File: src/skh_pkg.sv
// Shared types and constants for the string-key hash table.
`timescale 1ns / 1ps
package skh_pkg;
   localparam int DEPTH_DEFAULT = 32;
   localparam int KEY_BYTES_DEFAULT = 8;
   localparam int VALUE_BITS_DEFAULT = 32;
   localparam int SIZE_W = 6;
   localparam int KEY_W = 64;
   localparam int DATA_W = 32;
   localparam int OP_W = 3;
   localparam int STATUS_W = 2;
   localparam int HASH_W = 32;
   localparam logic [SIZE_W-1:0] SIZE_RESET = 6'd32;

   localparam logic [OP_W-1:0] OP_INSERT = 3'd0;
   localparam logic [OP_W-1:0] OP_UPDATE = 3'd1;
   localparam logic [OP_W-1:0] OP_SET = 3'd2;
   localparam logic [OP_W-1:0] OP_LOOKUP = 3'd3;
   localparam logic [OP_W-1:0] OP_REMOVE = 3'd4;

   localparam logic [STATUS_W-1:0] ST_DONE = 2'd0;
   localparam logic [STATUS_W-1:0] ST_FULL = 2'd1;
   localparam logic [STATUS_W-1:0] ST_MISSING = 2'd2;

   // one classified word handed from front to back
   typedef struct packed {
      logic [OP_W-1:0] opcode;
      logic [KEY_W-1:0] key;
      logic [DATA_W-1:0] data;
      logic [HASH_W-1:0] hash;
   } job_type;

   typedef struct packed {
      logic [STATUS_W-1:0] status;
      logic [DATA_W-1:0] read_value;
      logic [SIZE_W-1:0] occupied_count;
   } rsp_type;
endpackage

File: src/skh_queue.sv
// Two-entry queue between front end and probe engine.
`timescale 1ns / 1ps
module skh_queue import skh_pkg::*; (
   input  logic clock,
   input  logic reset,
   input  logic in_valid,
   output logic in_ready,
   input  job_type in_job,
   output logic out_valid,
   input  logic out_ready,
   output job_type out_job
);
   job_type mem_ff [2];
   logic wp_ff, rp_ff;
   logic [1:0] cnt_ff;
   logic wr, rd;

   assign in_ready = cnt_ff != 2'd2;
   assign out_valid = cnt_ff != 2'd0;
   assign out_job = mem_ff[rp_ff];
   assign wr = in_valid && in_ready;
   assign rd = out_valid && out_ready;

   always_ff @(posedge clock) begin
      if (reset) begin
         wp_ff <= 1'b0;
         rp_ff <= 1'b0;
         cnt_ff <= '0;
      end else begin
         if (wr) wp_ff <= ~wp_ff;
         if (rd) rp_ff <= ~rp_ff;
         cnt_ff <= cnt_ff + 2'(wr) - 2'(rd);
      end
      if (wr) mem_ff[wp_ff] <= in_job;
   end

   assert property (@(posedge clock) disable iff (reset) cnt_ff <= 2'd2)
      else $error("queue count overrun");
   assert property (@(posedge clock) disable iff (reset)
      (cnt_ff == 2'd0) |-> (wp_ff == rp_ff))
      else $error("queue pointers disagree when empty");
   assert property (@(posedge clock) disable iff (reset)
      (cnt_ff == 2'd2) |-> (wp_ff == rp_ff))
      else $error("queue pointers disagree when full");
endmodule

File: config.mk
export PLATFORM = sky130hd
export DESIGN_NAME = skh_queue
export DESIGN_NICKNAME = d
export VERILOG_FILES = /design/src/skh_pkg.sv /design/src/skh_queue.sv
export SDC_FILE = /design/constraint.sdc
export NUM_CORES = 1
export LEC_CHECK = 0
export ABC_AREA = 1
export BUFFER_PORTS_ARGS = -buffer_cell sky130_fd_sc_hd__buf_2
export CAP_MARGIN = 15
export CORE_MARGIN = 10
export CORE_UTILIZATION = 52
export DETAILED_ROUTE_END_ITERATION = 7
export PLACE_DENSITY = 0.82
export SLEW_MARGIN = 40
export SYNTH_ARGS = -nofsm -noshare
export SYNTH_HDL_FRONTEND = slang
export SYNTH_SLANG_ARGS = --single-unit
File: constraint.sdc
create_clock -name clock -period 11 [get_ports clock]
set_input_delay 3.3 -clock clock [delete_from_list [all_inputs] [get_ports clock]]
set_output_delay 3.3 -clock clock [all_outputs]
set_load 0.02 [all_outputs]
==> summary.md <==
The flow ran to the end, and the final reports show no timing, DRC or antenna violations. The largest total area in the synthesized netlist belongs to edfxtp_1. The critical path in this run is classified as flip-flop to output pin.

Buffers inserted to repair hold after CTS numbered 0. The floorplan has 50 rows. Cell-internal power: 2.14 mW.

The tools report the number of global-route vias before repair as 5426. The number of library cell types mapped by synthesis was 13. The first global-routing pass estimated 30900 um of wire. The I/O pin total is 268.

The layout cell share with drive strength beyond 1 came out at 59.1%. Post-CTS repair changed the size of 0 cells. The die is 159 um tall. The share of the core filled with cells is 66.1%, and the signed area change from the synthesized netlist to the final layout is 24.0%. For this run, design rule violations remaining after detail routing come to 0.

The cell count after synthesis came out at 445. The clock network burns 28.6% of the power. Of the available clock period, the critical path in the final layout requires 52.4%. edfxtp_1 is the most common cell in the netlist.

Width of the chip: 159 um. The data arrival time of the worst path was 2460 ps; the sequential fraction of design power was 44.6%. The worst pin sits at a relative slew slack of 44.7%. After synthesis, the largest area contributor takes up 78.1% of total cell area. The net count reported at finish is 868.

The tools report the post-place instance area as 0.0116 mm^2. For the core box area, the log shows 0.0189 mm^2. Max-cap violations in this run came to 0.

By area the synthesized netlist is led by edfxtp_1, mux2_4, mux2_2. The length of the first detailed-routing pass in iterations was 4. The most instantiated flip-flop cell in the synthesis netlist is edfxtp_1. The analysis attributes to cell leakage a power of 4.87 nW. Per report_power, the combinational group accounts for 26.8% of the total.

For the overflow left after global routing, the log shows 0. Insertion delay to the later sink of the worst-skew pair: 510 ps. The number of antenna violations at the first check in global routing was 4; the routability-driven placement congestion ratio was 0.738. The remaining number of nets flagged by the antenna check after routing is 0. The tools report the buffer count from post-CTS setup fixing as 0. The share of the Yosys chip area taken by registers is 79.1%. The Yosys step of the flow raised 0 warnings. In the final routed layout, each cell accounts on average for 20.1 um. Clock-pin slew was measured on the worst setup and hold paths at 50 ps. Summed over all failing endpoints, the final setup total negative slack is 0 ps. Entering global routing, the biggest net connects 79 pins. TritonCTS built the clock tree. The average size of a mapped cell was 22.6 um^2; the switching fraction of total power was 28.7%. The count of final setup violators came out at 0. Across every metal layer, demand over resource in global routing totals 15.1%. The class of the worst hold path was flip-flop to flip-flop. After routing the design area is 0.0125 mm^2. The tools report the clock root buffer as clkbuf_16. The number of buffers created by CTS was 27; the final max-slew violation count was 0. The worst endpoint required time came out at 7700 ps. The total of buffers placed on input and output ports is 267, and the critical path's largest stage delay is 730 ps. The routed layout has 5091 vias. For this design the total switching power over the nets is 862 uW. The number of flops mapped to enable cells by yosys was 262. STA classifies the critical path startpoint as a flip-flop.

The ratio of routed vias to standard cells works out to 5.05. Counting instances in the post-synthesis netlist gives the leading cell types as edfxtp_1, mux2_4, mux2_2. The initial core utilization is 53.3%, and the share of flip-flops with an asynchronous set or reset after synthesis is 0%. The clock period minus final worst setup slack is 5760 ps. Detailed placement ended at an HPWL of 14100 um.

The number of hold violations in the final report was 0; the maximum fanout encountered on the critical timing path was 46. In this run, synthesis produced a sequential element count of 267. The violation count after the first detailed-route iteration was 293.

For this design the ratio of total power to cell area is 240 mW/mm^2. When the netlist entered floorplanning its net count stood at 582. For the H-tree depth, the log shows 1. The tools report the sort of element at the end of the critical path as an output pin.

The tree built by TritonCTS fans out to 267 sinks. VDD sags by at most 202 uV. Setup repair after global routing left no endpoint under its margin. Pin slew with the least headroom to its limit: 830 ps. For the worst clock skew, the log shows 7.60 ps. Traced cell by cell, the critical path runs through buf_4, mux2_2, buf_2. The deepest clock path buffer count came out at 3.

The standard cell with the maximum stage delay on the critical path was buf_4. The final wirelength was 20300 um; the area of the mapped netlist was 0.0101 mm^2. The tools report the achievable frequency as 174 MHz. The die covers 0.0253 mm^2.
-- layout make-up --
class / count / area (um^2)
diodes: 3 / 7.51
clock buffers: 32 / 694
fillers: 1286 / 6400
clock inverters: 12 / 136
multi-input cells: 155 / 1930
well taps: 260 / 325
flip-flops and latches: 267 / 7970
inverters: 8 / 35.0
repair buffers: 272 / 1390
-- stage by stage --
step | total power [mW] | hold slack (ps) | instances | setup slack, ps
2_1_floorplan | 1.95 | 467 | 445 | 1560
3_3_place_gp | 2.14 | 483 | 962 | 5490
3_5_place_dp | 2.17 | 516 | 962 | 5410
4_1_cts | 3.04 | 528 | 1006 | 5180
5_1_grt | 3.13 | 562 | 1009 | 5110
6_report | 3.00 | 531 | 1009 | 5240
-- worst max-delay path, delay by kind of cell, from the launching register on --
kind                   cells  cell delay (ps)
buffers and inverters      2              900
DFF                        1              610
muxes                      1              420
-- flip-flops by register name, indices dropped and copies added (netlist names), named ones only --
signal	flops
mem_ff	262
cnt_ff	2
rp_ff	1
wp_ff	1
-- final timing paths --
| check | startpoint | to | slack [ps] | cells after the start |
|---|---|---|---|---|
| worst max-delay path | flip-flop | out_job[5] | 5240 | 3 |
| worst min-delay path | rp_ff | rp_ff | 530 | 2 |
| worst max register to register | cnt_ff[0] | mem_ff[0][95] | 8700 | 6 |
| worst min register to register | rp_ff | rp_ff | 530 | 2 |
-- layout by cell type, fill, tap and decap left out, drive strengths merged --
cell type  Yosys  routed
buf           15     272
edfxtp       262     262
mux2         131     131
clkbuf         0      32
nor2           9       9
nand2          8       8
inv            8       8
clkinv         0       8
dfxtp          5       5
diode          0       3
nand3          3       3
bufinv         0       3
a21oi          2       2
ha             2       2
clkinvlp       0       1
-- power groups by stage --
stage / logic, mW / registers, mW / clock network, mW
after floorplan: 0.592 / 1.36 / 0
after global placement: 0.795 / 1.35 / 0
after detailed placement: 0.811 / 1.36 / 0
after CTS: 0.815 / 1.34 / 0.882
after global routing: 0.854 / 1.35 / 0.923
final: 0.805 / 1.34 / 0.859
-- cell families after synthesis --
kind of cell             Yosys count  synth area share, %
flip-flops                       267                 79.1
multiplexers                     131                 18.0
buffers and inverters             23                 1.76
AND/OR/NAND/NOR                   20                0.783
AO/OA/AOI/OAI                      2               0.0994
adder cells (fa/ha/maj)            2                0.248
-- metal layers --
metal | wire length (um) | part of all wire, % | track usage [%]
met5 | 18 | 0.089 | 0
met2 | 9900 | 49 | 24.8
met3 | 1860 | 9.2 | 5.24
met4 | 420 | 2.1 | 4.47
met1 | 8120 | 40 | 18.4
(Power assumes the default switching activity.)
