[src/skh_pkg.sv]
// Shared types and constants for the string-key hash table.
`timescale 1ns / 1ps
package skh_pkg;
   localparam int DEPTH_DEFAULT = 32;
   localparam int KEY_BYTES_DEFAULT = 8;
   localparam int VALUE_BITS_DEFAULT = 32;
   localparam int SIZE_W = 6;
   localparam int KEY_W = 64;
   localparam int DATA_W = 32;
   localparam int OP_W = 3;
   localparam int STATUS_W = 2;
   localparam int HASH_W = 32;
   localparam logic [SIZE_W-1:0] SIZE_RESET = 6'd32;

   localparam logic [OP_W-1:0] OP_INSERT = 3'd0;
   localparam logic [OP_W-1:0] OP_UPDATE = 3'd1;
   localparam logic [OP_W-1:0] OP_SET = 3'd2;
   localparam logic [OP_W-1:0] OP_LOOKUP = 3'd3;
   localparam logic [OP_W-1:0] OP_REMOVE = 3'd4;

   localparam logic [STATUS_W-1:0] ST_DONE = 2'd0;
   localparam logic [STATUS_W-1:0] ST_FULL = 2'd1;
   localparam logic [STATUS_W-1:0] ST_MISSING = 2'd2;

   // one classified word handed from front to back
   typedef struct packed {
      logic [OP_W-1:0] opcode;
      logic [KEY_W-1:0] key;
      logic [DATA_W-1:0] data;
      logic [HASH_W-1:0] hash;
   } job_type;

   typedef struct packed {
      logic [STATUS_W-1:0] status;
      logic [DATA_W-1:0] read_value;
      logic [SIZE_W-1:0] occupied_count;
   } rsp_type;
endpackage

[src/skh_back.sv]
// Probe engine: modulo by table size, serial slot scan, table update, result register.
`timescale 1ns / 1ps
module skh_back import skh_pkg::*; #(
   parameter int TABLE_DEPTH = DEPTH_DEFAULT,
   parameter int VALUE_BITS = VALUE_BITS_DEFAULT
) (
   input  logic clock,
   input  logic reset,
   input  logic [SIZE_W-1:0] table_size,
   input  logic job_valid,
   output logic job_ready,
   input  job_type job,
   output logic empty,
   input  logic pop,
   output rsp_type rsp
);
   localparam int IDX_W = $clog2(TABLE_DEPTH);
   localparam int CNT_W = $clog2(TABLE_DEPTH + 1);
   localparam int SZ_W = (CNT_W > SIZE_W) ? CNT_W : SIZE_W;
   localparam int MOD_STEPS = HASH_W;

   localparam logic [2:0] S_IDLE = 3'd0;
   localparam logic [2:0] S_MOD = 3'd1;
   localparam logic [2:0] S_READ = 3'd2;
   localparam logic [2:0] S_CHECK = 3'd3;
   localparam logic [2:0] S_DONE = 3'd4;

   logic [2:0] state_ff;
   job_type job_ff;
   logic [SZ_W-1:0] size_ff;
   logic [HASH_W-1:0] quot_ff;
   logic [SZ_W:0] rem_ff;
   logic [5:0] step_ff;
   logic [IDX_W-1:0] slot_ff;
   logic [CNT_W-1:0] probed_ff;
   logic pass_ff;
   logic found_ff, free_ff;
   logic [IDX_W-1:0] hit_ff, freeslot_ff;
   logic [CNT_W-1:0] count_ff;
   logic [TABLE_DEPTH-1:0] valid_ff;
   logic [KEY_W-1:0] key_mem [TABLE_DEPTH];
   logic [VALUE_BITS-1:0] val_mem [TABLE_DEPTH];
   logic [KEY_W-1:0] rkey_ff;
   logic [VALUE_BITS-1:0] rval_ff;
   logic [VALUE_BITS-1:0] hval_ff;
   logic rsp_full_ff;
   rsp_type rsp_ff;

   logic [SZ_W:0] rem_sh;
   logic [SZ_W-1:0] live;
   logic [IDX_W-1:0] slot_next;
   logic [VALUE_BITS-1:0] wval;
   logic [DATA_W-1:0] rd32;

   assign live = (table_size == '0) ? SZ_W'(1) :
                 (SZ_W'(table_size) > SZ_W'(TABLE_DEPTH)) ? SZ_W'(TABLE_DEPTH) :
                 SZ_W'(table_size);
   assign rem_sh = {rem_ff[SZ_W-1:0], quot_ff[HASH_W-1]};
   assign slot_next = (SZ_W'(slot_ff) + SZ_W'(1) == size_ff) ? '0 : slot_ff + IDX_W'(1);
   assign job_ready = state_ff == S_IDLE && !rsp_full_ff;
   assign empty = !rsp_full_ff;
   assign rsp = rsp_ff;
   assign wval = VALUE_BITS'(job_ff.data);
   assign rd32 = DATA_W'(hval_ff);

   always_ff @(posedge clock) begin
      if (reset) begin
         state_ff <= S_IDLE;
         valid_ff <= '0;
         count_ff <= '0;
         rsp_full_ff <= 1'b0;
      end else begin
         if (rsp_full_ff && pop) rsp_full_ff <= 1'b0;
         unique case (state_ff)
            S_IDLE: begin
               if (job_valid && !rsp_full_ff) begin
                  job_ff <= job;
                  size_ff <= live;
                  quot_ff <= job.hash;
                  rem_ff <= '0;
                  step_ff <= '0;
                  state_ff <= S_MOD;
               end
            end
            S_MOD: begin
               // restoring division, one quotient bit per cycle
               if (rem_sh >= {1'b0, size_ff}) rem_ff <= rem_sh - {1'b0, size_ff};
               else rem_ff <= rem_sh;
               quot_ff <= quot_ff << 1;
               step_ff <= step_ff + 6'd1;
               if (step_ff == 6'(MOD_STEPS - 1)) begin
                  state_ff <= S_READ;
                  probed_ff <= '0;
                  found_ff <= 1'b0;
                  free_ff <= 1'b0;
                  pass_ff <= 1'b0;
               end
            end
            S_READ: begin
               if (!pass_ff) begin
                  slot_ff <= IDX_W'(rem_ff);
                  pass_ff <= 1'b1;
               end
               state_ff <= S_CHECK;
            end
            S_CHECK: begin
               if (valid_ff[slot_ff] && rkey_ff == job_ff.key && !found_ff) begin
                  found_ff <= 1'b1;
                  hit_ff <= slot_ff;
                  hval_ff <= rval_ff;
               end
               if (!valid_ff[slot_ff] && !free_ff) begin
                  free_ff <= 1'b1;
                  freeslot_ff <= slot_ff;
               end
               probed_ff <= probed_ff + CNT_W'(1);
               slot_ff <= slot_next;
               if (SZ_W'(probed_ff) + SZ_W'(1) == size_ff) state_ff <= S_DONE;
               else state_ff <= S_READ;
            end
            S_DONE: begin
               state_ff <= S_IDLE;
               rsp_full_ff <= 1'b1;
               if (job_ff.opcode == OP_INSERT ||
                   (job_ff.opcode == OP_SET && !found_ff)) begin
                  rsp_ff.read_value <= '0;
                  if (SZ_W'(count_ff) >= size_ff || !free_ff) begin
                     rsp_ff.status <= ST_FULL;
                     rsp_ff.occupied_count <= SIZE_W'(count_ff);
                  end else begin
                     rsp_ff.status <= ST_DONE;
                     valid_ff[freeslot_ff] <= 1'b1;
                     count_ff <= count_ff + CNT_W'(1);
                     rsp_ff.occupied_count <= SIZE_W'(count_ff + CNT_W'(1));
                  end
               end else if (job_ff.opcode == OP_UPDATE || job_ff.opcode == OP_SET) begin
                  rsp_ff.status <= found_ff ? ST_DONE : ST_MISSING;
                  rsp_ff.read_value <= '0;
                  rsp_ff.occupied_count <= SIZE_W'(count_ff);
               end else if (job_ff.opcode == OP_LOOKUP || job_ff.opcode == OP_REMOVE) begin
                  if (!found_ff) begin
                     rsp_ff.status <= ST_MISSING;
                     rsp_ff.read_value <= '0;
                     rsp_ff.occupied_count <= SIZE_W'(count_ff);
                  end else begin
                     rsp_ff.status <= ST_DONE;
                     rsp_ff.read_value <= rd32;
                     if (job_ff.opcode == OP_REMOVE) begin
                        valid_ff[hit_ff] <= 1'b0;
                        if (count_ff != '0) begin
                           count_ff <= count_ff - CNT_W'(1);
                           rsp_ff.occupied_count <= SIZE_W'(count_ff - CNT_W'(1));
                        end else begin
                           rsp_ff.occupied_count <= SIZE_W'(count_ff);
                        end
                     end else begin
                        rsp_ff.occupied_count <= SIZE_W'(count_ff);
                     end
                  end
               end else begin
                  // unknown opcode: no change
                  rsp_ff.status <= ST_DONE;
                  rsp_ff.read_value <= '0;
                  rsp_ff.occupied_count <= SIZE_W'(count_ff);
               end
            end
            default: state_ff <= S_IDLE;
         endcase
      end
   end

   // key and value stores: one registered read, one write
   logic [IDX_W-1:0] raddr;
   logic wr_key, wr_val;
   logic [IDX_W-1:0] waddr;
   // first probe reads the home slot before slot_ff holds it
   assign raddr = (state_ff == S_DONE) ? hit_ff :
                  (state_ff == S_READ && !pass_ff) ? IDX_W'(rem_ff) : slot_ff;
   assign wr_key = state_ff == S_DONE && !reset &&
      (job_ff.opcode == OP_INSERT || (job_ff.opcode == OP_SET && !found_ff)) &&
      SZ_W'(count_ff) < size_ff && free_ff;
   assign wr_val = wr_key || (state_ff == S_DONE && !reset && found_ff &&
      (job_ff.opcode == OP_UPDATE || job_ff.opcode == OP_SET));
   assign waddr = wr_key ? freeslot_ff : hit_ff;

   // value is read beside the key and kept on a hit
   always_ff @(posedge clock) begin
      rkey_ff <= key_mem[raddr];
      rval_ff <= val_mem[raddr];
      if (wr_key) key_mem[waddr] <= job_ff.key;
      if (wr_val) val_mem[waddr] <= wval;
   end

   assert property (@(posedge clock) disable iff (reset)
      $countones(valid_ff) == int'(count_ff))
      else $error("entry count disagrees with valid bits");
   assert property (@(posedge clock) disable iff (reset)
      (state_ff == S_DONE) |=> rsp_full_ff)
      else $error("finished operation left no result");
   assert property (@(posedge clock) disable iff (reset)
      (rsp_full_ff && !pop) |=> $stable(rsp_ff))
      else $error("waiting result changed");
endmodule

[config.mk]
export PLATFORM = sky130hd
export DESIGN_NAME = skh_back
export DESIGN_NICKNAME = d
export VERILOG_FILES = /design/src/skh_pkg.sv /design/src/skh_back.sv
export SDC_FILE = /design/constraint.sdc
export NUM_CORES = 2
export LEC_CHECK = 0
export BUFFER_PORTS_ARGS = -buffer_cell sky130_fd_sc_hd__buf_4
export CORE_MARGIN = 2
export CORE_UTILIZATION = 50
export DETAILED_ROUTE_END_ITERATION = 10
export PLACE_DENSITY = 0.66
export RECOVER_POWER = 100
export SYNTH_ARGS = -nofsm -noshare
export SYNTH_HDL_FRONTEND = slang
export SYNTH_SLANG_ARGS = --single-unit
export TNS_END_PERCENT = 20
[constraint.sdc]
create_clock -name clock -period 17.2 [get_ports clock]
set_input_delay 3.44 -clock clock [delete_from_list [all_inputs] [get_ports clock]]
set_output_delay 3.44 -clock clock [all_outputs]
set_load 0.01 [all_outputs]
==> impl_metrics.yaml <==
die:
  fp.dieArea_mm2: 0.270
  die-width_um: 520
  die_y_um: 520
  rows: 189
  core_area_mm2: 0.265
  io_pins: 183
  start_util: 0.502
critical_path:
  crit_type: "in -> reg"
  cp_data_arrival_time_ps: 12150
  r2r-start: "state_ff[1]"
  path_cells: "clkbuf_1, nor2_4, nand4_1, clkbuf_1, mux2_1, nand2_1, nor2_1, clkbuf_1"
  critPathCaptureType: "flop"
  crit_path_max_incr_delay_ps: 3290
  worstSetupStartpoint: "reset"
  crit_buf_inv: 3
  startpoint_type: "primary input"
  crit_family: "buffers and inverters"
  worstPathMaxFanout: 50
  crit_required_ps: 17560
  critPathMostFrequentCell: "clkbuf_1"
  slowest_stage: "clkbuf_1"
synthesis:
  synth_area_leaders: "edfxtp_1 (75%), nand2_1 (4.7%), mux4_2 (3.2%)"
  yosys.area_share.adder: 0.00184
  synthXorXnorAreaFrac: 0.00513
  yosysWarnings: 0
  synthMuxAreaShare: 0.0513
  synth_area_mm2: 0.133
  synth_nets: 8701
  synth.avg_cell_area_um2: 15.6
  yosys.area.top_type: "edfxtp_1"
  synth.most_common_cell: "edfxtp_1"
  yosys.area_share.simple: 0.0850
  yosys.cell_types.count: 71
  netlist_instances: 8541
  yosysSeqAreaShare: 0.769
  synth_compound_area_frac: 0.0625
  synth_commonest_cells: "edfxtp_1 (3,317), nand2_1 (1,667), nand3_1 (531)"
  ys_async_sr_fraction: 0
  yosysTopAreaCellShare: 0.748
  synth-edff-count: 3317
  synth_top_family_by_area: "simple AND/OR/NAND/NOR gates"
  ys_seq_elements: 3455
  synth_ff_type: "edfxtp_1"
timing:
  tns_ps: 0
  finalClockSkew_ps: 93.9
  fmax_ghz: 0.0848
  timing.slew.headroom: -4.27
  rsz0062_at_grt: "false"
  min_period_over_period: 0.686
  finalHoldViolations: 0
  slew_viol_final: 5965
  setup_viol: 0
  tightest_slew_ps: 7910
  period_needed_ps: 11800
clocking:
  clkSinkCount: 3455
  hold_buffers: 0
  cts_root_buf: "clkbuf_16"
  cts_buffers: 351
  insertion_delay_ps: 920
  clkTransAtPathRegs_ps: 60
  tritoncts: "yes"
  clockBufferDepth: 4
  cts_setup_buffers: 0
  htreeDepth: 5
  cts_resized: 0
routing:
  ant_nets: 0
  num_vias: 78500
  drtIter0Drc: 9905
  vias_per_cell: 6.23
  drt_first_pass_iters: 9
  wl_per_cell_um: 28.9
  drc: 19
  routed_wl_mm: 365
power:
  power_density_mw_per_mm2: 123
  power.leakage_nw: 48.3
  ir_drop_mv: 0.0966
outcome:
  violations: "design-rule violations, max-capacitance violations, max-slew violations"
  outcome: "finished, violations left"
global_routing:
  grt_pass1_wl_mm: 526
  track_usage: 0.265
  antenna_found_initial: 13
  first_global_vias: 76600
  grt-ovfl-total: 0
  grt_start_max_net_pins: 191
final_layout:
  nFillCells: 20400
  drive_gt1_frac: 0.106
  layout.cells.non_filler: 12600
  layout.nets: 8945
  syn_to_final_growth_pct: 12.0
hold_path:
  min-delay-start: "rval_ff[31]"
  hold_path.class: "reg -> reg"
job:
  maxCapViolations: 171
placement:
  dp_cells: 12000
  gp_congestion: 0.926
  io_buffers: 182
  hpwl_mm: 204
==> registers in the layout (all words and copies together), names as in the netlist, 3 cells and up <==
signal       flops
hit_ff           5
hval_ff         32
wval            32
freeslot_ff      5
key_mem       2048
step_ff          6
state_ff         3
rsp             40
rem_ff           6
valid_ff        32
count_ff         6
probed_ff        6
size_ff          6
job_ff          67
quot_ff         32
val_mem       1024
rkey_ff         64
rval_ff         32
slot_ff          5
==> worst paths after layout <==
check	cells after the start	to	slack, ps
worst max register to register	10	rkey_ff[62]	5450
worst min-delay path	0	hval_ff[31]	400
worst max-delay path	8	key_mem[15][32]	5400
worst min register to register	0	hval_ff[31]	400
==> final cells by class <==
class | count | area [um^2] | share of cell area
Antenna cell | 2 | 5.00 | 0.0000336
Clock buffer | 473 | 9680 | 0.0649
Clock inverter | 165 | 1520 | 0.0102
Inverter | 214 | 803 | 0.00539
Multi-Input combinational cell | 4317 | 27700 | 0.186
Sequential cell | 3455 | 102000 | 0.687
Tap cell | 3533 | 4420 | 0.0296
Timing Repair Buffer | 446 | 2560 | 0.0172
==> per-layer routing <==
metal	global-route usage	vias up	part of all wire	wire length, um
li1	-	33600	-	-
met1	0.352	39900	0.38	138000
met2	0.431	4254	0.48	175000
met3	0.0422	766	0.089	32400
met4	0.123	4	0.052	19100
met5	0	-	0.00018	67
==> cells by family after synthesis <==
family | after synthesis
DFF | 3455
xor gates and xnor gates | 78
buffers and inverters | 769
muxes | 447
and+or+nand+nor | 2620
AOI/OAI and AO/OA | 1153
adders and majority gates | 19
==> cells in the final DEF, fill, tap and decap left out, types with 122 or more instances in the layout <==
| cell type | instances |
|---|---|
| mux4_2 | 188 |
| nand3_1 | 528 |
| mux2i_1 | 254 |
| dfxtp_1 | 138 |
| clkbuf_16 | 358 |
| nand2_1 | 1664 |
| clkbuf_1 | 328 |
| inv_1 | 214 |
| a32oi_1 | 251 |
| a2111oi_0 | 181 |
| nor4_1 | 122 |
| a31oi_1 | 433 |
| edfxtp_1 | 3317 |
==> metrics by stage <==
stage	total power [mW]	setup slack, ps	utilization	hold WS (ps)	area (um^2)
floorplan	10.4	1910	-	386	133000
global placement	11.0	9520	0.525	387	139000
detailed placement	11.0	9410	0.525	389	139000
CTS	18.4	10310	0.567	398	150000
global route	18.8	5170	0.562	406	149000
finish	18.3	5400	0.562	398	149000
==> where the power goes <==
| group | switching [mW] | total, mW | internal (mW) | leakage (nW) |
|---|---|---|---|---|
| clock network | 3.14 | 7.44 | 4.30 | 5.53 |
| registers | 0.0603 | 9.36 | 9.30 | 31.0 |
| logic | 1.05 | 1.48 | 0.432 | 11.8 |
No activity file was read; power rests on OpenSTA's default activity.
