==> src/skh_pkg.sv <==
// Shared types and constants for the string-key hash table.
`timescale 1ns / 1ps
package skh_pkg;
   localparam int DEPTH_DEFAULT = 32;
   localparam int KEY_BYTES_DEFAULT = 8;
   localparam int VALUE_BITS_DEFAULT = 32;
   localparam int SIZE_W = 6;
   localparam int KEY_W = 64;
   localparam int DATA_W = 32;
   localparam int OP_W = 3;
   localparam int STATUS_W = 2;
   localparam int HASH_W = 32;
   localparam logic [SIZE_W-1:0] SIZE_RESET = 6'd32;

   localparam logic [OP_W-1:0] OP_INSERT = 3'd0;
   localparam logic [OP_W-1:0] OP_UPDATE = 3'd1;
   localparam logic [OP_W-1:0] OP_SET = 3'd2;
   localparam logic [OP_W-1:0] OP_LOOKUP = 3'd3;
   localparam logic [OP_W-1:0] OP_REMOVE = 3'd4;

   localparam logic [STATUS_W-1:0] ST_DONE = 2'd0;
   localparam logic [STATUS_W-1:0] ST_FULL = 2'd1;
   localparam logic [STATUS_W-1:0] ST_MISSING = 2'd2;

   // one classified word handed from front to back
   typedef struct packed {
      logic [OP_W-1:0] opcode;
      logic [KEY_W-1:0] key;
      logic [DATA_W-1:0] data;
      logic [HASH_W-1:0] hash;
   } job_type;

   typedef struct packed {
      logic [STATUS_W-1:0] status;
      logic [DATA_W-1:0] read_value;
      logic [SIZE_W-1:0] occupied_count;
   } rsp_type;
endpackage

==> src/skh_front.sv <==
// Front end: takes request words, canonicalizes key and hashes one byte a cycle.
`timescale 1ns / 1ps
module skh_front import skh_pkg::*; #(
   parameter int KEY_BYTES = KEY_BYTES_DEFAULT
) (
   input  logic clock,
   input  logic reset,
   input  logic push,
   output logic full,
   input  logic [OP_W-1:0] req_opcode,
   input  logic [KEY_W-1:0] req_key_chars,
   input  logic [DATA_W-1:0] req_data_value,
   output logic job_valid,
   input  logic job_ready,
   output job_type job
);
   localparam int CNT_W = $clog2(KEY_BYTES + 1);
   localparam logic [CNT_W-1:0] LAST = CNT_W'(KEY_BYTES);

   logic busy_ff, busy_in, done_ff, done_in, stop_ff, stop_in;
   logic [CNT_W-1:0] idx_ff, idx_in;
   job_type job_ff, job_in;
   logic [KEY_W-1:0] raw_ff, raw_in;
   logic [7:0] cur;

   assign full = busy_ff | done_ff;
   assign job_valid = done_ff;
   assign job = job_ff;
   assign cur = raw_ff[7:0];

   always_comb begin
      busy_in = busy_ff;
      done_in = done_ff;
      stop_in = stop_ff;
      idx_in = idx_ff;
      job_in = job_ff;
      raw_in = raw_ff;
      if (push && !full) begin
         busy_in = 1'b1;
         stop_in = 1'b0;
         idx_in = '0;
         raw_in = req_key_chars;
         job_in.opcode = req_opcode;
         job_in.data = req_data_value;
         job_in.key = '0;
         job_in.hash = '0;
      end else if (busy_ff) begin
         if (idx_ff == LAST) begin
            busy_in = 1'b0;
            done_in = 1'b1;
         end else begin
            if (!stop_ff && cur != 8'd0) begin
               job_in.hash = job_ff.hash * HASH_W'(33) + HASH_W'(cur);
               job_in.key[idx_ff*8 +: 8] = cur;
            end else begin
               stop_in = 1'b1;
            end
            raw_in = raw_ff >> 8;
            idx_in = idx_ff + CNT_W'(1);
         end
      end else if (done_ff && job_ready) begin
         done_in = 1'b0;
      end
   end

   always_ff @(posedge clock) begin
      if (reset) begin
         busy_ff <= 1'b0;
         done_ff <= 1'b0;
         stop_ff <= 1'b0;
         idx_ff <= '0;
      end else begin
         busy_ff <= busy_in;
         done_ff <= done_in;
         stop_ff <= stop_in;
         idx_ff <= idx_in;
      end
      job_ff <= job_in;
      raw_ff <= raw_in;
   end

   assert property (@(posedge clock) disable iff (reset) !(busy_ff && done_ff))
      else $error("front busy and done at once");
   assert property (@(posedge clock) disable iff (reset) idx_ff <= LAST)
      else $error("byte index overrun");
   assert property (@(posedge clock) disable iff (reset)
      (done_ff && !job_ready) |=> done_ff)
      else $error("classified word dropped");
endmodule

==> config.mk <==
export PLATFORM = sky130hd
export DESIGN_NAME = skh_front
export DESIGN_NICKNAME = d
export VERILOG_FILES = /design/src/skh_pkg.sv /design/src/skh_front.sv
export SDC_FILE = /design/constraint.sdc
export NUM_CORES = 1
export LEC_CHECK = 0
export ABC_AREA = 1
export BUFFER_PORTS_ARGS = -buffer_cell sky130_fd_sc_hd__buf_2
export CORE_UTILIZATION = 40
export DETAILED_ROUTE_END_ITERATION = 8
export SYNTH_ARGS = -nofsm -noshare
export SYNTH_HDL_FRONTEND = slang
export SYNTH_SLANG_ARGS = --single-unit
==> constraint.sdc <==
create_clock -name clock -period 4 [get_ports clock]
set_clock_uncertainty 0.1 [all_clocks]
set_input_delay 0.8 -clock clock [delete_from_list [all_inputs] [get_ports clock]]
set_output_delay 0.8 -clock clock [all_outputs]
set_load 0.05 [all_outputs]
==> out/metrics.csv, run 1 <==
stage;metric;value;unit
status;status;finished clean;
cts;cts_resized;0;
detailed_routing;vias_per_cell;4.68;
timing;post-route-period-util;0.844;
die;core;0.0278;mm^2
die;fp.dieH;170;um
detailed_routing;via_count;9770;
yosys;synth_area;0.0113;mm^2
global_route;grt.overflow.total;0;
global_route;grt_usage;0.206;
placement;place_hpwl;22300;um
finish;fillers;2838;
flow_run;maxCapViolCount;0;
die;ioPinCount;236;
yosys;synth_fa_ha_area_frac;0.130;
die;die_width;170;um
worst_setup_path;endpoint_kind;flip-flop;
power_and_ir_drop;p_per_area;627;mW/mm^2
cts;clk_pin_slew;0.06;ns
worst_setup_path;worstReg2RegEnd;job[70]$_SDFFE_PP0P_;
timing;tightest_slew;0.822;ns
yosys;yosysWarnings;0;
yosys;synth_edf_count;99;
detailed_routing;routedWlPerCell;14.1;um
worst_setup_path;r2r_cells;12;
die;die-area;0.0289;mm^2
finish;final_layout_size_suffix_gt1_frac;0.178;
cts;worstSkewPairLatency;0.52;ns
yosys;ys_seq_area_frac;0.446;
timing;max_freq;0.296;GHz
global_route;grt_start_max_net_pins;81;
worst_setup_path;r2r_start;idx_ff[0]$_SDFFE_PP0P_;
yosys;synth_xor_xnor_area_share;0.0131;
timing;hold_ws;0.354;ns
worst_setup_path;crit_path_max_incr_delay;0.75;ns
yosys;ys_seq_elements;202;
timing;rsz0062_at_grt;false;
cts;h-tree-depth;1;
yosys;ys.flop_type;dfxtp_1;
worst_setup_path;cpMostUsedCell;nor2_1;
detailed_routing;drtIter0Drc;534;
finish;layout.nets;1909;
worst_setup_path;cp_max_fo;29;
min_path;holdPathStages;1;
cts;hold_buffers;0;
placement;portBuffers;235;
placement;routabilityCongestion;0.921;
timing;maxSlewViolCount;0;
timing;fin_setup_tns;0;ns
cts;cts_tree;done;
power_and_ir_drop;p_leak;7.30;nW
placement;dp_cells;2042;
global_route;grt_pass1_vias;9254;
detailed_routing;drcViolationCount;0;
min_path;hp-start;req_data_value[16];
timing;finalHoldViolCount;0;
global_route;antenna_found_initial;8;
worst_setup_path;path_class;reg -> reg;
die;placementRows;61;
worst_setup_path;cp-start-kind;flip-flop;
finish;multi_input_area;0.00542;mm^2
yosys;synth_compound_area_frac;0.0449;
worst_setup_path;crit_chain;inv_1, ha_1, inv_1, nor2_1, nand2_1, nand2_2, nor2_4, nand2_1, inv_2, nand4_2, nor2_1, nor2_1;
yosys;synthMuxAreaShare;0;
cts;root_buffer;clkbuf_16;
global_route;grt_pass1_wl;47300;um
timing;relSlewSlack;0.452;
min_path;min_to;job[48]$_DFFE_PP_;
timing;setup_viol;0;
timing;min_period;3.38;ns
power_and_ir_drop;ir_worst_vdd;359;uV
yosys;yosys.area_share.simple;0.292;
yosys;synthArstFlopShare;0;
yosys;avgSynthCellArea;7.71;um^2
cts;cts_buffers;24;
detailed_routing;drtAntennaViolNets;0;
worst_setup_path;crit_required;4.29;ns
die;initial_core_util;0.406;
finish;layout.cells.non_filler;2086;
yosys;synth_top_family_by_area;simple AND/OR/NAND/NOR gates;
worst_setup_path;critPathArrivalTime;3.67;ns
cts;cts.path.max_buffers;3;
cts;postCtsSetupBuffers;0;
detailed_routing;wl;29500;um
cts;clock-sinks;202;
detailed_routing;drt_pass1_iterations;5;
worst_setup_path;r2r_setup_slack;0.62;ns
finish;syn_to_final_growth;21.3;%
yosys;netlist-cell-type-count;38;
yosys;synthCells;1464;
yosys;synth_nets;1683;
worst_setup_path;cpMaxStageDelayCell;dfxtp_1;
finish;register_area;0.00503;mm^2
min_path;min-delay-path-class;in -> reg;
per-layer routing:
metal,part of all wire,GRT usage,vias to the layer above
li1,-,-,5110
met1,0.45,0.261,4348
met2,0.46,0.345,254
met3,0.068,0.0512,52
met4,0.027,0.0607,6
met5,0.0015,0,-
cell families (layout without fill, tap and decap cells):
logic type	Yosys count	in the layout
other	0	3
adders and majority gates	116	116
AOI/OAI and AO/OA	97	97
DFF	202	202
and+or+nand+nor	818	818
xor gates and xnor gates	16	16
buffers and inverters	215	456
cells in the final DEF, fill, tap and decap left out, types with 2 or more instances in the layout:
cell,instances
nand2_1,480
nor2_1,239
buf_2,235
inv_1,165
ha_1,114
dfxtp_1,103
edfxtp_1,99
nand3_1,52
o21ai_0,50
a21oi_1,33
clkbuf_16,24
nor3_1,14
nand4_1,9
xor2_1,9
inv_2,8
xnor2_1,6
clkbuf_1,6
bufinv_16,6
nor2_4,5
o21ai_1,5
clkinv_1,4
o21bai_1,4
diode_2,3
nand2_2,3
or2_2,3
nand3_2,3
nor2_2,3
buf_12,3
nand2_4,2
and2_1,2
a211oi_1,2
fa_1,2
buf_4,2
synth_stat cells, types with 3 or more instances:
cell type    n  area, um^2
nand3_1     52         260
dfxtp_1    103        2060
o21bai_1     4        30.0
clkbuf_1    26        97.6
o21ai_1      5        25.0
inv_1      165         619
nand3_2      3        30.0
nand2_1    482        1810
or2_2        3        18.8
edfxtp_1    99        2970
buf_2        6        30.0
a21oi_1     33         165
xnor2_1      6        52.6
nor3_1      14        70.1
xor2_1       9        78.8
buf_4        5        37.5
nor2_4       5        56.3
ha_1       114        1430
nand4_1      9        56.3
nor2_2       3        18.8
inv_2        9        33.8
o21ai_0     50         250
nor2_1     239         897
layout make-up:
cell class                 instances  share of cell area
multi-input combinational       1047               0.396
sequential                       202               0.368
timing repair buffer             240              0.0914
inverter                         175              0.0482
clock buffer                      30              0.0455
tap                              378              0.0346
clock inverter                    11              0.0157
antenna                            3            0.000549
metrics by stage:
| stage | util | worst slack, ns | cell area, um^2 | power (mW) |
|---|---|---|---|---|
| 3_5_place_dp | 0.462 | 0.673 | 12800 | 6.29 |
| 6_report | 0.493 | 0.624 | 13700 | 8.57 |
| 3_3_place_gp | 0.462 | 0.796 | 12800 | 6.26 |
| 5_1_grt | 0.492 | 0.285 | 13700 | 9.20 |
| 2_1_floorplan | - | 0.609 | 11300 | 5.35 |
| 4_1_cts | 0.492 | 0.646 | 13700 | 8.68 |
registers in the layout (all words and copies together) (netlist names):
register	cells
job	131
raw_ff	64
idx_ff	4
busy_ff	1
job_valid	1
stop_ff	1
worst max-delay path by stage:
| stage | from | endpoint | depth (start not counted) |
|---|---|---|---|
| 2_1_floorplan | push | raw_ff[0]$_DFFE_PP_ | 4 |
| 3_3_place_gp | idx_ff[0]$_SDFFE_PP0P_ | job[64]$_SDFFE_PP0P_ | 12 |
| 3_5_place_dp | idx_ff[0]$_SDFFE_PP0P_ | job[70]$_SDFFE_PP0P_ | 12 |
| 5_1_grt | idx_ff[0]$_SDFFE_PP0P_ | job[68]$_SDFFE_PP0P_ | 12 |
| 4_1_cts | idx_ff[0]$_SDFFE_PP0P_ | job[70]$_SDFFE_PP0P_ | 12 |
| 6_report | idx_ff[0]$_SDFFE_PP0P_ | job[70]$_SDFFE_PP0P_ | 12 |
critical path, delay by kind of cell (launching register included):
family,cells,cell delay [ns]
fa+ha+maj,1,0.29
buf+inv,3,0.83
flops,1,0.75
simple gates,8,1.27
where the power goes:
part	total, mW	switching, mW	internal (mW)
Combinational	3.47	2.35	1.12
Sequential	2.77	0.266	2.50
Clock	2.33	0.849	1.49
No activity file was read; power rests on OpenSTA's default activity.
==> inputs of run 2 (changes only) <==
Settings changed: ABC_AREA 1 to 0.
Clock period 4 ns to 3.4 ns, I/O delays scaled along.
==> run 2 against run 1 <==
Worst hold slack got worse by 0.12 ns. Sequential share of layout area rose by 0.96 points. Maximum frequency is 2.9% higher. Final cell count shrank 19%. Largest power group is now sequential cells. Highest routed layer unchanged.
==> out/metrics.csv, run 2 <==
stage;metric;value;unit
status;status;finished clean;
power_and_ir_drop;p_per_area;628;mW/mm^2
power_and_ir_drop;swShare;0.356;
detailed_routing;wl;27200;um
timing;min_period;3.28;ns
cts;clk_pin_slew;0.07;ns
cts;hold_buffers;0;
global_route;grt_start_max_net_pins;96;
worst_setup_path;crit_path_max_incr_delay;0.46;ns
global_route;grt.overflow.total;0;
power_and_ir_drop;power_switching;3.01;mW
finish;layout.cells.non_filler;1689;
worst_setup_path;endpoint_kind;flip-flop;
worst_setup_path;cp-start-kind;flip-flop;
finish;fillers;2378;
timing;relSlewSlack;0.292;
yosys;yosysWarnings;0;
yosys;synth_xor_xnor_area_share;0.0243;
die;die_width;164;um
cts;cts.path.max_buffers;3;
die;placementRows;58;
detailed_routing;via_count;8681;
power_and_ir_drop;combinationalPowerShare;0.353;
global_route;grt_pass1_wl;42000;um
finish;syn_to_final_growth;28.7;%
die;ioPinCount;236;
placement;pre_cts_ws;-0.117;ns
power_and_ir_drop;p_int;5.45;mW
yosys;synthCells;1081;
yosys;synth_fa_ha_area_frac;0.140;
power_and_ir_drop;pwr-share-seq;0.359;
worst_setup_path;crit_chain;ha_1, ha_2, fa_2, ha_4, and4_4, nand2_4, nor3_4, a21oi_2, nor4_2, nor3_2, or4_1, a31oi_1;
global_route;grt_pass1_vias;8143;
die;core;0.0254;mm^2
placement;portBuffers;235;
detailed_routing;vias_per_cell;5.14;
cts;worstSkewPairLatency;0.52;ns
yosys;ys_seq_elements;202;
yosys;post-synth-top-area-cell;edfxtp_1;
placement;place_hpwl;19200;um
timing;setup_viol;0;
timing;maxSlewViolCount;0;
die;fp.dieH;164;um
worst_setup_path;crit_required;3.74;ns
yosys;synthTopCellsByCount;240 x nand2_1, 114 x ha_1, 103 x dfxtp_1;
yosys;synth_top_family_by_area;simple AND/OR/NAND/NOR gates;
yosys;synth_top_area_share;0.284;
yosys;ys_seq_area_frac;0.481;
detailed_routing;routedWlPerCell;16.1;um
yosys;ys.flop_type;dfxtp_1;
timing;post-route-period-util;0.965;
timing;fin_ws;0.118;ns
finish;final_cell_mix;236 x nand2_1, 235 x buf_2, 99 x edfxtp_1;
detailed_routing;drtIter0Drc;483;
cts;root_buffer;clkbuf_16;
yosys;synth_compound_area_frac;0.0942;
yosys;synth_area_leaders;edfxtp_1 28%, dfxtp_1 20%, ha_1 14%;
timing;rsz0062_at_grt;true;
global_route;grt_usage;0.197;
placement;dp_cells;1643;
cts;h-tree-depth;1;
power_and_ir_drop;p_clk_frac;0.288;
placement;routabilityCongestion;0.817;
yosys;synthArstFlopShare;0;
die;initial_core_util;0.412;
finish;layout.nets;1561;
finish;diodes;0;
worst_setup_path;r2r_cells;12;
cts;cts_buffers;23;
yosys;netlist-cell-type-count;56;
power_and_ir_drop;ir_worst_vdd;384;uV
detailed_routing;drcViolationCount;0;
min_path;holdPathStages;1;
timing;tightest_slew;1.05;ns
timing;finalHoldViolCount;0;
yosys;yosys.area_share.simple;0.200;
worst_setup_path;path_class;reg -> reg;
finish;final_common_cell;nand2_1;
yosys;synth_edf_count;99;
global_route;antenna_found_initial;1;
timing;max_freq;0.305;GHz
worst_setup_path;critPathArrivalTime;3.63;ns
cts;clock-sinks;202;
finish;final_layout_size_suffix_gt1_frac;0.302;
worst_setup_path;r2r_setup_slack;0.12;ns
power_and_ir_drop;p_leak;6.44;nW
yosys;synthMuxAreaShare;0.0355;
detailed_routing;drt_pass1_iterations;8;
yosys;avgSynthCellArea;9.69;um^2
worst_setup_path;cp_max_fo;4;
global_route;use_met3;0.0303;
die;die-area;0.0268;mm^2
flow_run;maxCapViolCount;0;
yosys;synth_most_common_cell;nand2_1;
detailed_routing;drtAntennaViolNets;0;
global_route;grt_util_met1;0.258;
global_route;grt_use_met2;0.333;
yosys;synth_nets;1300;
global_route;top_usage_layer;met2;
yosys;synth_area;0.0105;mm^2
finish;largest_reg_flops;131;
cts;cts_tree;done;
min_path;min-delay-path-class;in -> reg;
worst_setup_path;cpMaxStageDelayCell;fa_2;
run 2: power groups by stage:
stage	Clock [mW]	Sequential, mW	Combinational, mW
5_1_grt	2.60	3.07	3.29
3_5_place_dp	0	3.09	2.65
4_1_cts	2.52	3.04	2.69
6_report	2.44	3.04	2.99
3_3_place_gp	0	3.08	2.63
2_1_floorplan	0	3.53	1.34
run 2: stage by stage:
stage	util	setup TNS [ns]	hold WS, ns	instance area [um^2]	total power, mW
global route	0.531	-0.108	0.214	13500	8.96
detailed placement	0.485	-0.357	0.345	12300	5.74
floorplan	-	-0.0765	0.366	10500	4.87
CTS	0.516	-0.00218	0.208	13100	8.25
finish	0.531	0	0.239	13500	8.47
global placement	0.485	-0.0314	0.340	12300	5.71
run 2: path summary, 6_finish.rpt:
kind                          from               endpoint
max            job[6]$_SDFFE_PP0P_   job[30]$_SDFFE_PP0P_
min              req_data_value[7]      job[39]$_DFFE_PP_
max reg2reg    job[6]$_SDFFE_PP0P_   job[30]$_SDFFE_PP0P_
min reg2reg  job[123]$_SDFFE_PP0P_  job[123]$_SDFFE_PP0P_
run 2: cell type report:
cell class	instances	area, um^2	share of cell area
clock buffers	29	608	0.0451
inverters	13	53.8	0.00399
multi-input cells	812	5560	0.413
clock inverters	13	136	0.0101
flip-flops and latches	202	5090	0.378
repair buffers	290	1610	0.120
well taps	330	413	0.0306
run 2: worst max-delay path, delay by kind of cell, from the launching register on:
family	cells	cell delay [ns]
AOI/OAI and AO/OA	2	0.26
and+or+nand+nor	6	1.26
adders and majority gates	4	1.24
DFF	1	0.35
run 2: what timing repair did:
action | 4_1_cts | 5_1_grt
setup buffers | 0 | 4
setup endpoints to repair | 6 | 13
gates cloned | 0 | 0
pin swaps | 1 | 18
gates resized for setup | 11 | 53
run 2: cells by family (layout without fill, tap and decap cells):
kind of cell,count (synthesis),in the layout
AND/OR/NAND/NOR,464,464
multiplexers,37,37
AO/OA/AOI/OAI,166,166
buffers and inverters,67,345
adder cells (fa/ha/maj),116,116
XOR/XNOR,29,29
flip-flops,202,202
run 2: layer usage:
metal | up-vias | wire [um]
li1 | 4369 | -
met1 | 4010 | 12000
met2 | 257 | 12900
met3 | 43 | 1560
met4 | 2 | 782
met5 | - | 10
==> inputs of run 3 (changes only) <==
Settings changed: CORE_ASPECT_RATIO set to 0.7.
==> run 3 against run 2 <==
Global-route usage grew 0.64 points. Largest power group is now combinational cells. Routed wire length increased by 5.1%. Largest cell class unchanged. Combinational power up 7.7%. Critical path depth is the same. Sequential share of layout area decreased by 0.82 points. Sequential power is essentially flat. First-iteration DRC count is 2.1% higher. Maximum frequency hardly changed. Clock-buffer cell count grew 1. Register-to-register slack about the same. Critical path type unchanged. Final area grew 2.2%. Power grew 2.9%.
==> out/metrics.csv, run 3 (synthesis results as in run 2) <==
stage;metric;value;unit
timing;post-route-period-util;0.966;
timing;tightest_slew;1.14;ns
global_route;grt.overflow.total;0;
timing;hold_ws;0.237;ns
die;die-area;0.0268;mm^2
die;die_width;195;um
cts;worstSkewPairLatency;0.51;ns
worst_setup_path;crit_buf_inv;1;
flow_run;maxCapViolCount;0;
detailed_routing;drcViolationCount;0;
placement;dp_cells;1662;
finish;final_common_cell;nand2_1;
worst_setup_path;r2r_cells;12;
worst_setup_path;crit_chain;ha_1, ha_1, ha_1, ha_4, a21oi_1, buf_4, o21ai_0, a21oi_1, nor3_1, nor3_2, or4_1, a31oi_1;
min_path;holdPathStages;1;
placement;place_hpwl;20400;um
detailed_routing;wl;28600;um
detailed_routing;vias_per_cell;5.13;
worst_setup_path;crit_path_max_incr_delay;0.40;ns
global_route;grt_pass1_vias;7845;
cts;cts_buffers;23;
worst_setup_path;crit_required;3.73;ns
cts;cts.path.max_buffers;3;
min_path;min-delay-path-class;in -> reg;
detailed_routing;drtAntennaViolNets;0;
timing;finalHoldViolCount;0;
worst_setup_path;worstSetupPathDepth;12;
power_and_ir_drop;p_clk_frac;0.282;
die;placementRows;49;
detailed_routing;drt_pass1_iterations;4;
power_and_ir_drop;p_int;5.58;mW
cts;clock-sinks;202;
timing;max_freq;0.305;GHz
timing;maxSlewViolCount;0;
global_route;antenna_found_initial;3;
detailed_routing;via_count;8772;
worst_setup_path;critPathArrivalTime;3.62;ns
finish;fillers;2366;
cts;clk_pin_slew;0.06;ns
power_and_ir_drop;p_leak;6.57;nW
die;core;0.0257;mm^2
finish;largest_reg_flops;131;
finish;final_layout_size_suffix_gt1_frac;0.324;
timing;relSlewSlack;0.232;
worst_setup_path;cp_top_family;adder cells;
cts;cts_tree;done;
timing;fin_setup_tns;0;ns
worst_setup_path;cpMostUsedCell;ha_1;
worst_setup_path;cp-start-kind;flip-flop;
placement;portBuffers;235;
power_and_ir_drop;swShare;0.360;
detailed_routing;drtIter0Drc;493;
power_and_ir_drop;p_per_area;632;mW/mm^2
global_route;grt_usage;0.203;
finish;post-route-util;0.536;
cts;hold_buffers;0;
timing;min_period;3.28;ns
worst_setup_path;endpoint_kind;flip-flop;
detailed_routing;routedWlPerCell;16.7;um
worst_setup_path;cpMaxStageDelayCell;or4_1;
finish;finalInstanceArea;0.0138;mm^2
die;initial_core_util;0.408;
power_and_ir_drop;combinationalPowerShare;0.370;
placement;place_area;0.0125;mm^2
cts;h-tree-depth;1;
die;fp.dieH;137;um
status;status;finished clean;
worst_setup_path;path_class;reg -> reg;
die;ioPinCount;236;
power_and_ir_drop;total_power;8.71;mW
cts;root_buffer;clkbuf_16;
finish;layout.cells.non_filler;1711;
power_and_ir_drop;power_switching;3.13;mW
placement;routabilityCongestion;0.854;
timing;setup_viol;0;
timing;rsz0062_at_grt;true;
power_and_ir_drop;pwr-share-seq;0.348;
global_route;grt_pass1_wl;43100;um
power_and_ir_drop;ir_worst_vdd;340;uV
timing;fin_ws;0.117;ns
global_route;grt_start_max_net_pins;136;
finish;layout.nets;1580;
finish;final_cell_mix;236 x nand2_1, 235 x buf_2, 99 x edfxtp_1;
worst_setup_path;cp_max_fo;6;
finish;syn_to_final_growth;31.5;%
placement;pre_cts_ws;-0.129;ns
==> run 3: final timing paths <==
| check | from | to | slack [ns] |
|---|---|---|---|
| min reg2reg | job[121]$_SDFFE_PP0P_ | job[121]$_SDFFE_PP0P_ | 0.35 |
| min | req_data_value[10] | job[42]$_DFFE_PP_ | 0.24 |
| max reg2reg | job[10]$_SDFFE_PP0P_ | job[30]$_SDFFE_PP0P_ | 0.12 |
| max | job[10]$_SDFFE_PP0P_ | job[30]$_SDFFE_PP0P_ | 0.12 |
==> run 3: area by class of cell <==
class	instances	area (um^2)	area share
repair buffers	309	1760	0.128
well taps	331	414	0.0301
inverters	13	53.8	0.00391
clock buffers	30	646	0.0469
multi-input cells	812	5700	0.414
flip-flops and latches	202	5080	0.369
diodes	2	5.00	0.000364
clock inverters	12	101	0.00736
==> run 3: repair_timing <==
action,CTS,global route
setup endpoints to repair,7,12
setup buffers,0,5
pin swaps,6,27
hold endpoints to repair,0,0
gates resized for setup,26,57
==> run 3: routing by layer <==
metal  global-route usage  share of wire  wire [um]  up-vias
met5                    0        0.00080         23        -
met3               0.0340          0.052       1500       30
li1                     -              -          -     4400
met1                0.306           0.49      14100     4105
met2                0.305           0.44      12600      233
met4               0.0372          0.014        388        4
==> run 3: worst reg2reg max path: cells and delay by family (launching register included) <==
kind | cells | cell delay, ns
and+or+nand+nor | 3 | 0.70
AOI/OAI and AO/OA | 4 | 0.67
buffers and inverters | 1 | 0.15
adders and majority gates | 4 | 1.22
DFF | 1 | 0.36
==> run 3: power by group through the flow <==
stage	sequential (mW)	combinational (mW)	clock, mW
6_report	3.03	3.22	2.46
5_1_grt	3.06	3.51	2.62
4_1_cts	3.02	2.87	2.53
3_5_place_dp	3.07	2.75	0
3_3_place_gp	3.07	2.73	0
2_1_floorplan	3.53	1.34	0
